### src/assert_macros.svh
// ----------------------------------------------------------------------------
// assert_macros.svh
// concurrent assertion helpers, clocked on clk, disabled while arst_n is low
// ----------------------------------------------------------------------------
`ifndef ASSERT_MACROS_SVH
`define ASSERT_MACROS_SVH

// consequent checked in the same cycle as the antecedent
`define ASSERT_SAME(label, ante, cons, msg) \
	label: assert property (@(posedge clk) disable iff (!arst_n) (ante) |-> (cons)) \
		else $error(msg);

// consequent checked in the cycle after the antecedent
`define ASSERT_NEXT(label, ante, cons, msg) \
	label: assert property (@(posedge clk) disable iff (!arst_n) (ante) |=> (cons)) \
		else $error(msg);

`endif

### src/sma_pkg.sv
// ----------------------------------------------------------------------------
// sma_pkg
// shared constants, state types and helpers of the moving average unit
// ----------------------------------------------------------------------------
package sma_pkg;

	localparam int MAX_WINDOW = 256;
	localparam int PTR_W      = $clog2(MAX_WINDOW);
	localparam int CNT_W      = $clog2(MAX_WINDOW + 1);
	localparam int WIN_W      = 9;
	localparam int DATA_W     = 32;
	localparam int SUM_W      = 40;
	localparam int DIV_CNT_W  = $clog2(SUM_W + 1);

	localparam logic [SUM_W-1:0]  POS_LIMIT = SUM_W'(64'h7FFF_FFFF);
	localparam logic [SUM_W-1:0]  NEG_LIMIT = SUM_W'(64'h8000_0000);
	localparam logic [DATA_W-1:0] POS_SAT   = 32'h7FFF_FFFF;
	localparam logic [DATA_W-1:0] NEG_SAT   = 32'h8000_0000;

	typedef enum logic [2:0] {
		ST_IDLE,
		ST_SUB,
		ST_ADD,
		ST_DIVS,
		ST_DIVW,
		ST_DONE
	} sma_state_t;

	typedef enum logic [1:0] {
		DV_IDLE,
		DV_RUN,
		DV_FIN
	} div_state_t;

	// zero means a window of one, anything above the ring depth is clamped
	function automatic logic [CNT_W-1:0] eff_len(input logic [WIN_W-1:0] w);
		logic [CNT_W-1:0] r;
		if (int'(w) > MAX_WINDOW)
			r = CNT_W'(MAX_WINDOW);
		else if (w == '0)
			r = CNT_W'(1);
		else
			r = CNT_W'(w);
		return r;
	endfunction

endpackage

### src/sma_div.sv
// ----------------------------------------------------------------------------
// sma_div
// serial signed divide of the window sum by the window length, one bit a cycle
// ----------------------------------------------------------------------------
module sma_div (
	input  logic                         clk,
	input  logic                         arst_n,
	input  logic                         start,
	input  logic [sma_pkg::SUM_W-1:0]    dividend,
	input  logic [sma_pkg::CNT_W-1:0]    divisor,
	output logic                         done,
	output logic [sma_pkg::DATA_W-1:0]   quotient
);
	import sma_pkg::*;

	div_state_t           state_q, state_d;
	logic                 neg_q;
	logic [SUM_W-1:0]     quo_q;
	logic [CNT_W-1:0]     rem_q;
	logic [CNT_W-1:0]     dvs_q;
	logic [DIV_CNT_W-1:0] cnt_q;
	logic                 done_q;
	logic [DATA_W-1:0]    res_q;
	logic [CNT_W:0]       trial;
	logic                 fits;

	assign trial = {rem_q, quo_q[SUM_W-1]};
	assign fits  = trial >= {1'b0, dvs_q};

	always_ff @(posedge clk or negedge arst_n) begin
		if (!arst_n)
			state_q <= DV_IDLE;
		else
			state_q <= state_d;
	end

	always_comb begin
		state_d = state_q;
		unique case (state_q)
			DV_IDLE: if (start) state_d = DV_RUN;
			DV_RUN:  if (cnt_q == DIV_CNT_W'(SUM_W - 1)) state_d = DV_FIN;
			DV_FIN:  state_d = DV_IDLE;
			default: state_d = DV_IDLE;
		endcase
	end

	always_ff @(posedge clk or negedge arst_n) begin
		if (!arst_n)
			done_q <= 1'b0;
		else
			done_q <= (state_q == DV_FIN);
	end

	// datapath, magnitude taken on load
	always_ff @(posedge clk) begin
		unique case (state_q)
			DV_IDLE: begin
				if (start) begin
					neg_q <= dividend[SUM_W-1];
					quo_q <= dividend[SUM_W-1] ? (~dividend + SUM_W'(1)) : dividend;
					rem_q <= '0;
					dvs_q <= divisor;
					cnt_q <= '0;
				end
			end
			DV_RUN: begin
				rem_q <= fits ? CNT_W'(trial - {1'b0, dvs_q}) : CNT_W'(trial);
				quo_q <= {quo_q[SUM_W-2:0], fits};
				cnt_q <= cnt_q + DIV_CNT_W'(1);
			end
			DV_FIN: begin
				if (neg_q)
					res_q <= (quo_q > NEG_LIMIT) ? NEG_SAT : DATA_W'(~quo_q + SUM_W'(1));
				else
					res_q <= (quo_q > POS_LIMIT) ? POS_SAT : quo_q[DATA_W-1:0];
			end
			default: ;
		endcase
	end

	assign done     = done_q;
	assign quotient = res_q;

endmodule

### config.mk
export PLATFORM = sky130hd
export DESIGN_NAME = sma_div
export DESIGN_NICKNAME = d
export VERILOG_FILES = /design/src/assert_macros.svh /design/src/sma_pkg.sv /design/src/sma_div.sv
export SDC_FILE = /design/constraint.sdc
export NUM_CORES = 1
export LEC_CHECK = 0
export ABC_AREA = 1
export BUFFER_PORTS_ARGS = -buffer_cell sky130_fd_sc_hd__buf_2
export CAP_MARGIN = 20
export CORE_UTILIZATION = 53
export CTS_CLUSTER_DIAMETER = 30
export CTS_CLUSTER_SIZE = 10
export DETAILED_ROUTE_END_ITERATION = 10
export PLACE_DENSITY = 0.79
export REMOVE_ABC_BUFFERS = 1
export SYNTH_ARGS = -nofsm -noshare
export SYNTH_HDL_FRONTEND = slang
export SYNTH_SLANG_ARGS = --single-unit
### constraint.sdc
create_clock -name clk -period 2.7 [get_ports clk]
set_input_delay 0.135 -clock clk [delete_from_list [all_inputs] [get_ports clk]]
set_output_delay 0.135 -clock clk [all_outputs]
set_load 0.02 [all_outputs]
* Word-level counts from Yosys, hierarchy flattened
Index checks and enable logic that the tools add are counted.
Operators by class: add/subtract/negate cells 4, multipliers 0, div/mod/pow operators 0, $lt $le $gt $ge 3, eq/ne operators 5, shifts and indexed selects 0, mux-type cells 14, bitwise operators 2, reduce and logical (&&, ||, !) cells 5
Operators with widths (number):
- $mux 32 | 3
- $mux 40 | 2
- $pmux 40 s2 | 1
- $add 40x1->40 const B | 1
- $gt 40x31->1 const B | 1
- $gt 40x32->1 const B | 1
- $not 40->40 | 1
- $add 32x1->32 const B | 1
- $not 32->32 | 1
- $mux 9 | 2
- $pmux 9 s2 | 1
- $pmux 6 s2 | 1
- $ge 10x9->1 | 1
- $sub 9x9->9 | 1
- $add 6x1->6 const B | 1
- $eq 6x6->1 const B | 1
- $mux 6 | 1
- $reduce_and 2->1 | 3
- $mux 2 | 2
- $ne 2x2->1 const B | 2
- $pmux 2 s2 | 1
- $eq 2x1->1 const B | 1
- $eq 2x2->1 const B | 1
- $logic_not 2->1 | 1
- $reduce_bool 2->1 | 1
Storage, ports and cells: bits in registers 100, bits in latches 0, RAM bits 0, ROM bits 0, input bits 52, output and inout bits 33, word-level logic and storage cells 41, memories kept 0

* Longest topological paths before layout
Gate-level depths: netlist of the first run.
word-level depth 5, gate-level depth with buffers 14, depth with buffers taken out 14

* Least setup slack after synthesis of the first run
OpenSTA, ideal clock, no wires.
path type reg2reg, start reg state_q[0], end reg cnt_q[0] (enable), library setup time 0.414 ns, arrival 2.578 ns, data required time 2.286 ns, slack -0.292 ns, cell stages (with the launch flop) 4, path buffers 0, clock period less this slack 2.992 ns, path through dfrtp_1 nor3_1 inv_1 nand2_1
Between the ends: word-level cells in the longest chain between the ends 3, elaborated cells on any way between the ends 5, those cells by class 2 x eq/ne; 3 x reduce/logical
Ends and longest elaborated chain:
- from (decl) | line sma_div.sv:16 | div_state_t state_q, state_d;
- from (signal assigned) | line sma_div.sv:34 | state_q <= state_d;
- $eq 2x1->1 / $logic_not 2->1 (equally long branches) | line sma_div.sv:56 | unique case (state_q)
- $reduce_bool 2->1 (no source line) / $ne 2x2->1 (equally long branches)
- $reduce_and 2->1 (no source line) (*)
- to (signal assigned) | line sma_div.sv:69 | cnt_q <= cnt_q + DIV_CNT_W'(1);
- to (decl) | line sma_div.sv:21 | logic [DIV_CNT_W-1:0] cnt_q;
Mark *: on every way between the ends. The rest lies on a longest branch, timed or not. A chain may end at the register's enable or synchronous reset.

* Final worst setup path of the first run
start reg quo_q[39], end reg rem_q[8] (data pin)
Between the ends: word-level cells in the longest chain between the ends 3, elaborated cells on any way between the ends 4, those cells by class 1 x add/sub; 1 x order compare; 2 x mux
Ends and longest elaborated chain:
- from (decl) | line sma_div.sv:18 | logic [SUM_W-1:0] quo_q;
- from (signal assigned) | line sma_div.sv:60 | quo_q <= dividend[SUM_W-1] ? (~dividend + SUM_W'(1)) : dividend;
- from (signal assigned) | line sma_div.sv:68 | quo_q <= {quo_q[SUM_W-2:0], fits};
- $sub 9x9->9 / $ge 10x9->1 (equally long branches) | line sma_div.sv:67, sma_div.sv:28
- $mux 9 (*) | line sma_div.sv:67 | rem_q <= fits ? CNT_W'(trial - {1'b0, dvs_q}) : CNT_W'(trial);
- $pmux 9 s2 (*) | line sma_div.sv:56
- to (signal assigned) | line sma_div.sv:67
- to (decl) | line sma_div.sv:19 | logic [CNT_W-1:0] rem_q;
Marks and branches as above.

==> summary.txt, run 1 <==
Clock tree
  • Clk buf depth: 2
  • CTS resizes: 0
  • CTS root buf: clkbuf_16
  • CTS H-tree depth: 3
  • TritonCTS Buffers: 9
  • # hold bufs at CTS: 10
  • Clk pin slew, worst setup/hold paths: 0.07 ns
  • CTS tree: built
  • CTS sink cnt: 100
  • Worst-skew pair later-pin latency: 0.36 ns
  • Setup Fix Bufs, Post-CTS: 0

Worst setup path
  • Critical Path AT: 2.44 ns
  • Crit-path max FO: 13
  • Crit-path slowest cell: edfxtp_1
  • FF-to-FF Start: quo_q[39]
  • Worst reg2reg path depth: 14
  • Family with the most delay on the worst path: simple AND/OR/NAND/NOR gates
  • WP buf/inv: 3
  • CP most frequent cell: nand2_1
  • Type of origin of the critical path: flop
  • CP peak stage delay: 0.41 ns
  • Crit Path Category: flop to flop
  • Cell Chain, Critical Path: inv_1, ha_1, inv_1, fa_1, nand3_1, nand2_1, nand2_1, nand2_1, nand2_1, nand2_1, nand2_1, nand2_1, nand2_1, inv_1
  • Critical Path Source: quo_q[39]
  • Worst path depth: 14
  • CP Capture Type: flop
  • Crit path required time: 2.82 ns

Yosys
  • Syn Inst Count: 881
  • Syn Area/Cell: 7.619 um2
  • Ys flop type: edfxtp_1
  • Sequential element share of the synthesized area: 44.51%
  • Yosys cell types: 33
  • Post-synth EDFFs: 97
  • Synth top area cells: edfxtp_1, nand2_1, nor2_1, nand3_1, inv_1
  • Synth async-reset ratio: 3.000%
  • Synth Warn #: 0
  • Synthesized flop and latch total: 100
  • Cell taking the most area after synthesis: edfxtp_1
  • Top-count cell post-synth: nand2_1
  • Top cell type's share of synthesized area: 43.39%
  • Post-synthesis instance area: 6713 um2
  • Synth cell count leaders: nand2_1, nor2_1, edfxtp_1

Layout
  • Final Util: 63.25%
  • Final #Nets: 1034
  • Area taken by flip-flops and latches: 2988 um2
  • Multi-input gate area: 3291 um2
  • Layout cells sized above 1: 14.58%
  • Post-route insts no fill: 1142
  • Fill cells: 1109
  • Design area: 7692 um2
  • Ant diodes: 0
  • P&R area growth vs syn: 14.59%

Power
  • Switching power share of the total: 39.14%
  • Peak VDD IR: 0.5411 mV
  • Logic pwr share: 36.0%
  • Total Power: 0.006330 W
  • Seq pwr share: 43.9%
  • Pwr Density: 822.9 nW/um2
  • Clock group share of total power: 20.1%
  • Leak pwr: 3.345 nW
  • Internal Pwr Total: 0.003853 W
  • Switching Power: 0.002477 W

Place
  • Port-buffer cells: 84
  • DP Wirelength: 12.72 mm
  • Gpl congestion: 0.9462
  • Post-place instance area: 7308 um2
  • Post-placement cell count: 1116

Timing
  • Slew HR: 43.49%
  • Final setup vio count: 0
  • Final period utilization: 85.80%
  • RSZ-0062 raised after global routing: false
  • Fmax: 431.7 MHz
  • Min cycle time layout: 2.317 ns
  • Pins Over Slew Limit: 0
  • Final Hold Viols: 0
  • Max Clock Skew: 0.007804 ns
  • Worst slew pin tran: 0.8467 ns

Routing
  • Wire per inst: 14.59 um
  • Total Wirelength: 16.66 mm
  • Drt pass-1 iters: 5
  • Vias per inst: 5.352
  • Drt drc: 0
  • DR iter-0 viols: 532
  • Via count: 6112
  • Routed Antenna Nets: 0

Global route
  • GRT Total Usage: 27.15%
  • First-pass GRT wire length: 27.02 mm
  • Number of global-route vias before repair: 5411
  • Largest net degree at the start of global routing: 56
  • Total grt overflow: 0
  • Initial antenna violation count: 0

Floorplan
  • # IOs: 85
  • Die Y: 114.5 um
  • Die width: 114.5 um
  • Rows: 40
  • Die area: 13120 um2
  • Core box area: 12160 um2
  • Initial core utilization: 55.20%

Min path
  • Hold/Removal Path Class: primary input to asynchronous set/reset pin

Run status
  • Status: finished clean

Job
  • Max_cap viols: 0
[per-layer routing]
layer | track usage (%) | part of all wire, % | up-vias
met5 | 0 | 0 | -
met2 | 42.75 | 46 | 237
met4 | 9.610 | 1.8 | 0
met3 | 3.759 | 7.1 | 21
met1 | 38.39 | 45 | 2738
li1 | - | - | 3116
[final timing paths]
| kind | to | slack, ns |
|---|---|---|
| max | rem_q[8] | 0.38 |
| min | done | 0.11 |
| max reg2reg | rem_q[8] | 0.38 |
| min reg2reg | done | 0.50 |
| max in group asynchronous | state_q[1] | 2.48 |
| min in group clk | state_q[0] | 0.13 |
[power by group through the flow]
| stage | Clock (W) | Combinational [W] | Sequential (W) |
|---|---|---|---|
| 6_report | 0.00127 | 0.00228 | 0.00278 |
| 5_1_grt | 0.00135 | 0.00259 | 0.00283 |
| 4_1_cts | 0.00130 | 0.00227 | 0.00277 |
| 3_5_place_dp | 0 | 0.00225 | 0.00280 |
| 3_3_place_gp | 0 | 0.00219 | 0.00279 |
| 2_1_floorplan | 0 | 0.00170 | 0.00265 |
[metrics by stage]
| stage | hold WS [ns] | setup TNS [ns] | setup WS, ns |
|---|---|---|---|
| floorplan | -0.1606 | -101.74 | -1.638 |
| global route | 0.1147 | 0 | 0.1681 |
| CTS | 0.08534 | 0 | 0.3894 |
| finish | 0.1121 | 0 | 0.3834 |
| detailed placement | -0.06512 | 0 | 0.4305 |
| global placement | -0.06690 | 0 | 0.4753 |
[flip-flops by register name, summed over array words and instances (netlist names)]
| register | flops |
|---|---|
| cnt_q | 6 |
| done | 1 |
| dvs_q | 9 |
| neg_q | 1 |
| quo_q | 40 |
| quotient | 32 |
| rem_q | 9 |
| state_q | 2 |
[placed cells by master (no fill, tap or decap), types with 4 or more instances in the layout]
cell / Yosys / layout
inv_1: 82 / 82
nand3_1: 96 / 96
nand4_1: 13 / 13
a21oi_1: 8 / 8
buf_2: 2 / 84
xnor2_1: 8 / 8
nor2_1: 142 / 140
edfxtp_1: 97 / 97
buf_4: 0 / 6
nand2_2: 3 / 4
xor2_1: 27 / 27
inv_2: 7 / 7
o21ai_0: 51 / 51
nor3_1: 7 / 7
o21ai_2: 20 / 20
clkbuf_16: 0 / 9
dlygate4sd3_1: 0 / 10
nand2_1: 223 / 222
o21ai_1: 34 / 34
ha_1: 12 / 12
[area by class of cell]
class	count	share of cell area (%)
Inverter	89	4.343
Timing Repair Buffer	101	7.612
Tap cell	168	2.733
Clock buffer	10	2.977
Clock inverter	6	0.7157
Sequential cell	100	38.84
Multi-Input combinational cell	668	42.78
[kinds of logic after synthesis]
kind of cell	share of synthesized area, %
buffers and inverters	6.580
AO/OA/AOI/OAI	10.49
AND/OR/NAND/NOR	31.31
XOR/XNOR	4.567
adder cells (fa/ha/maj)	2.535
flip-flops	44.51
(Power assumes the default switching activity.)
==> run 2: changes to the inputs <==
- CORE_UTILIZATION: 53 -> 45
- PLACE_DENSITY: 0.79 -> 0.69
- SLEW_MARGIN: default -> 20
==> summary.txt, run 2 (synthesis results as in run 1) <==
Run status
  • Status: finished clean

Min path
  • Hold/Removal Path Class: primary input to asynchronous set/reset pin

Clock tree
  • # hold bufs at CTS: 10
  • Clk pin slew, worst setup/hold paths: 0.07 ns
  • CTS root buf: clkbuf_16
  • Clk buf depth: 2
  • CTS resizes: 0
  • TritonCTS Buffers: 9
  • CTS tree: built
  • CTS H-tree depth: 3
  • Worst-skew pair later-pin latency: 0.35 ns
  • CTS sink cnt: 100
  • Setup Fix Bufs, Post-CTS: 0

Global route
  • Largest net degree at the start of global routing: 50
  • GRT Total Usage: 23.71%
  • Number of global-route vias before repair: 5452
  • Initial antenna violation count: 2
  • First-pass GRT wire length: 27.52 mm
  • Total grt overflow: 0

Routing
  • Vias per inst: 5.261
  • Wire per inst: 15.00 um
  • Routed length on met2: 7.960 mm
  • Via count: 6098
  • Routed wl met3: 1.110 mm
  • Drt pass-1 iters: 5
  • Total Wirelength: 17.38 mm
  • DR iter-0 viols: 561
  • Drt drc: 0
  • Metal-1 WL: 7.987 mm
  • Routed Antenna Nets: 0
  • DR top layer: met4

Power
  • Pwr Density: 823.2 nW/um2
  • Leak pwr: 3.346 nW
  • Peak VDD IR: 0.5860 mV
  • Total Power: 0.006349 W

Worst setup path
  • FF-to-FF setup slack: 0.29 ns
  • Worst reg2reg path depth: 13
  • Crit-path max FO: 13
  • Critical Path AT: 2.62 ns
  • FF-to-FF Start: quo_q[39]
  • Crit Reg-Reg Endpoint: rem_q[2]
  • Type of origin of the critical path: flop
  • Crit path required time: 2.91 ns
  • Crit Path Category: flop to flop
  • CP Capture Type: flop

Floorplan
  • Rows: 44
  • Die width: 124.1 um
  • # IOs: 85
  • Core box area: 14530 um2
  • Die area: 15410 um2
  • Die Y: 124.1 um
  • Initial core utilization: 46.19%

Timing
  • Final setup vio count: 0
  • Final Hold Viols: 0
  • Fmax: 415.2 MHz
  • Post-route setup TNS: 0 ns
  • Hold slack: 0.1130 ns
  • Min cycle time layout: 2.408 ns
  • Final period utilization: 89.20%
  • Pins Over Slew Limit: 0
  • Slew HR: 44.08%
  • Worst slew pin tran: 0.8379 ns
  • RSZ-0062 raised after global routing: false
  • Max Clock Skew: 0.009393 ns

Place
  • Port-buffer cells: 84
  • Gpl congestion: 0.9695
  • DP Wirelength: 13.21 mm

Layout
  • Layout cells sized above 1: 14.37%
  • Final Util: 53.06%
  • Commonest non-fill, non-tap cell in the layout: nand2_1
  • P&R area growth vs syn: 14.89%
  • Most frequent cells in the layout: nand2_1, nor2_1, edfxtp_1
  • Fill cells: 1444
  • Final #Nets: 1035
  • Largest Register: quo_q
  • Max FFs per register: 40

Job
  • Max_cap viols: 0
run 2: changes by cell type in the layout (fill, tap and decap cells not counted), sizes merged:
| cell | previous run | this run |
|---|---|---|
| clkbuf | 10 | 11 |
| buf | 91 | 92 |
| clkinvlp | 1 | 0 |
| clkinv | 4 | 3 |
| diode | 0 | 1 |
run 2: area by class of cell:
type	instances	area, um2	area share (%)
clock buffers	11	232.7	3.018
inverters	89	334.1	4.332
well taps	184	230.2	2.985
multi-input cells	668	3291	42.67
flip-flops and latches	100	2988	38.74
clock inverters	4	41.29	0.5354
repair buffers	102	593.1	7.690
diodes	1	2.502	0.03245
run 2: critical path, cell delays in order (launching register included):
cell	delay, ns
edfxtp_1	0.41
inv_1	0.08
ha_1	0.13
inv_1	0.05
fa_1	0.40
nand3_1	0.09
nand2_1	0.10
nand2_1	0.07
nand2_1	0.07
nand2_1	0.07
nand2_1	0.30
inv_1	0.32
nor2_1	0.07
nor2_1	0.11
run 2: how the worst max path moves through the flow:
stage | startpoint | to | slack (ns) | cells past startpoint
floorplan | state_q[0] | cnt_q[0] | -1.64 | 4
global placement | quo_q[39] | rem_q[1] | 0.46 | 13
detailed placement | quo_q[39] | rem_q[2] | 0.37 | 13
CTS | quo_q[39] | rem_q[2] | 0.36 | 13
global route | quo_q[39] | rem_q[0] | 0.08 | 13
finish | quo_q[39] | rem_q[2] | 0.29 | 13
run 2: metal layers:
metal  GRT usage (%)  vias to the layer above
met5               0                        -
met4           7.738                        0
met3           4.075                       27
met2           37.26                      212
met1           33.05                     2758
li1                -                     3101
run 2: where the power goes:
| part | internal [W] | switching, W |
|---|---|---|
| registers | 0.00235 | 0.000440 |
| clock network | 0.000706 | 0.000565 |
| logic | 0.000795 | 0.00150 |
run 2: through the flow:
stage                     setup WS (ns)  area [um2]  cells
after global placement           0.4633        7336   1133
after CTS                        0.3572        7710   1158
final                            0.2915        7712   1159
after floorplan                  -1.638        6605    857
after detailed placement         0.3677        7336   1133
after global routing            0.08043        7712   1159
==> run 3: changes to the inputs <==
- CORE_UTILIZATION: 45 -> 52
- PLACE_DENSITY: 0.69 -> 0.78
==> summary.txt, run 3 (synthesis results as in run 1) <==
Timing
  • Max Clock Skew: 0.006406 ns
  • Slew HR: 45.48%
  • Final setup vio count: 0
  • Fmax: 415.2 MHz
  • Final Hold Viols: 0
  • Final worst slack: 0.2913 ns
  • Pins Over Slew Limit: 0
  • Min cycle time layout: 2.409 ns
  • Final period utilization: 89.21%
  • Worst slew pin tran: 0.8170 ns
  • RSZ-0062 raised after global routing: false

Clock tree
  • Worst-skew pair later-pin latency: 0.35 ns
  • CTS resizes: 0
  • CTS root buf: clkbuf_16
  • CTS H-tree depth: 3
  • CTS tree: built
  • Clk buf depth: 2
  • CTS sink cnt: 100
  • Clk pin slew, worst setup/hold paths: 0.06 ns
  • TritonCTS Buffers: 9

Routing
  • DR iter-0 viols: 699
  • Total Wirelength: 16.53 mm
  • Drt pass-1 iters: 6
  • Drt drc: 0
  • Vias per inst: 5.365
  • Via count: 6148
  • Wire per inst: 14.43 um
  • Routed Antenna Nets: 0

Layout
  • Final #Nets: 1034
  • Max FFs per register: 40
  • Commonest non-fill, non-tap cell in the layout: nand2_1
  • Area taken by flip-flops and latches: 2988 um2
  • Most frequent cells in the layout: nand2_1, nor2_1, edfxtp_1
  • Post-route insts no fill: 1146
  • P&R area growth vs syn: 14.58%
  • Largest Register: quo_q
  • Multi-input gate area: 3291 um2
  • Fill cells: 1147
  • Layout cells sized above 1: 14.39%

Power
  • Pwr Density: 822.7 nW/um2
  • Peak VDD IR: 0.5167 mV
  • Leak pwr: 3.342 nW

Worst setup path
  • Crit path required time: 2.91 ns
  • Cell Chain, Critical Path: inv_1, ha_1, inv_1, fa_1, nand3_1, nand2_1, nand2_1, nand2_1, nand2_1, nand2_1, inv_1, nor2_1, nor2_1
  • Crit-path slowest cell: edfxtp_1
  • CP peak stage delay: 0.42 ns
  • Crit-path max FO: 13
  • CP most frequent cell: nand2_1
  • WP buf/inv: 3
  • Critical Path AT: 2.62 ns
  • Crit Path Category: flop to flop
  • Family with the most delay on the worst path: simple AND/OR/NAND/NOR gates
  • Type of origin of the critical path: flop
  • CP Capture Type: flop

Place
  • Port-buffer cells: 84
  • Gpl congestion: 0.9489
  • Pre-CTS setup slack: 0.3581 ns
  • DP Wirelength: 12.27 mm
  • Post-placement cell count: 1120

Global route
  • Total grt overflow: 0
  • GRT Total Usage: 26.52%
  • Largest net degree at the start of global routing: 50
  • Initial antenna violation count: 1
  • Number of global-route vias before repair: 5585
  • First-pass GRT wire length: 27.01 mm

Floorplan
  • # IOs: 85
  • Die area: 13370 um2
  • Initial core utilization: 53.19%
  • Die width: 115.6 um
  • Die Y: 115.6 um
  • Rows: 41
  • Core box area: 12620 um2

Run status
  • Status: finished clean

Min path
  • Hold/Removal Path Class: primary input to asynchronous set/reset pin

Job
  • Max_cap viols: 0
-- run 3: path summary, 6_finish.rpt --
check                        startpoint         end  slack (ns)  depth (start not counted)
max in group asynchronous        arst_n  state_q[0]        2.48                          2
hold reg to reg              state_q[0]        done        0.50                          1
setup / recovery              quo_q[39]    rem_q[2]        0.29                         13
min in group clk           dividend[34]   quo_q[34]        0.16                          4
hold / removal                   arst_n        done        0.11                          2
setup reg to reg              quo_q[39]    rem_q[2]        0.29                         13
-- run 3: per-stage QoR --
step	setup TNS [ns]	utilization, %	area (um2)	hold slack (ns)	total power, W
final	0	60.95	7691	0.1113	0.006327
after global routing	0	60.95	7691	0.1198	0.006767
after CTS	0	60.93	7689	0.1026	0.006309
after detailed placement	0	57.95	7313	-0.06453	0.005035
after global placement	0	57.95	7313	-0.06533	0.004976
after floorplan	-101.74	-	6605	-0.1606	0.004359
-- run 3: power breakdown --
part / internal (W) / total (W) / leakage, nW / switching, W
Combinational: 0.000797 / 0.00228 / 2.21 / 0.00149
Clock: 0.000710 / 0.00125 / 0.134 / 0.000543
Sequential: 0.00235 / 0.00279 / 0.997 / 0.000443
-- run 3: per-layer routing --
layer | global-route usage [%] | vias up | part of all wire, %
li1 | - | 3109 | -
met2 | 41.64 | 233 | 45
met1 | 36.09 | 2768 | 46
met4 | 10.85 | 0 | 2.2
met5 | 0 | - | 0
met3 | 5.335 | 38 | 7.3
-- run 3: timing repair --
action	4_1_cts	5_1_grt
buffers inserted	0	0
hold endpoints to repair	12	0
hold buffers	10	0
-- run 3: worst reg2reg max path, cell delays in order (launching register included) --
cell      delay [ns]
edfxtp_1        0.42
inv_1           0.08
ha_1            0.13
inv_1           0.06
fa_1            0.40
nand3_1         0.09
nand2_1         0.09
nand2_1         0.07
nand2_1         0.07
nand2_1         0.08
nand2_1         0.28
inv_1           0.30
nor2_1          0.07
nor2_1          0.11
-- run 3: final cells by class --
type                       count  share of cell area [%]
timing repair buffer         101                   7.613
antenna                        1                 0.03254
clock inverter                 3                  0.5043
multi-input combinational    668                   42.79
inverter                      89                   4.344
clock buffer                  12                   3.075
sequential                   100                   38.85
tap                          172                   2.798
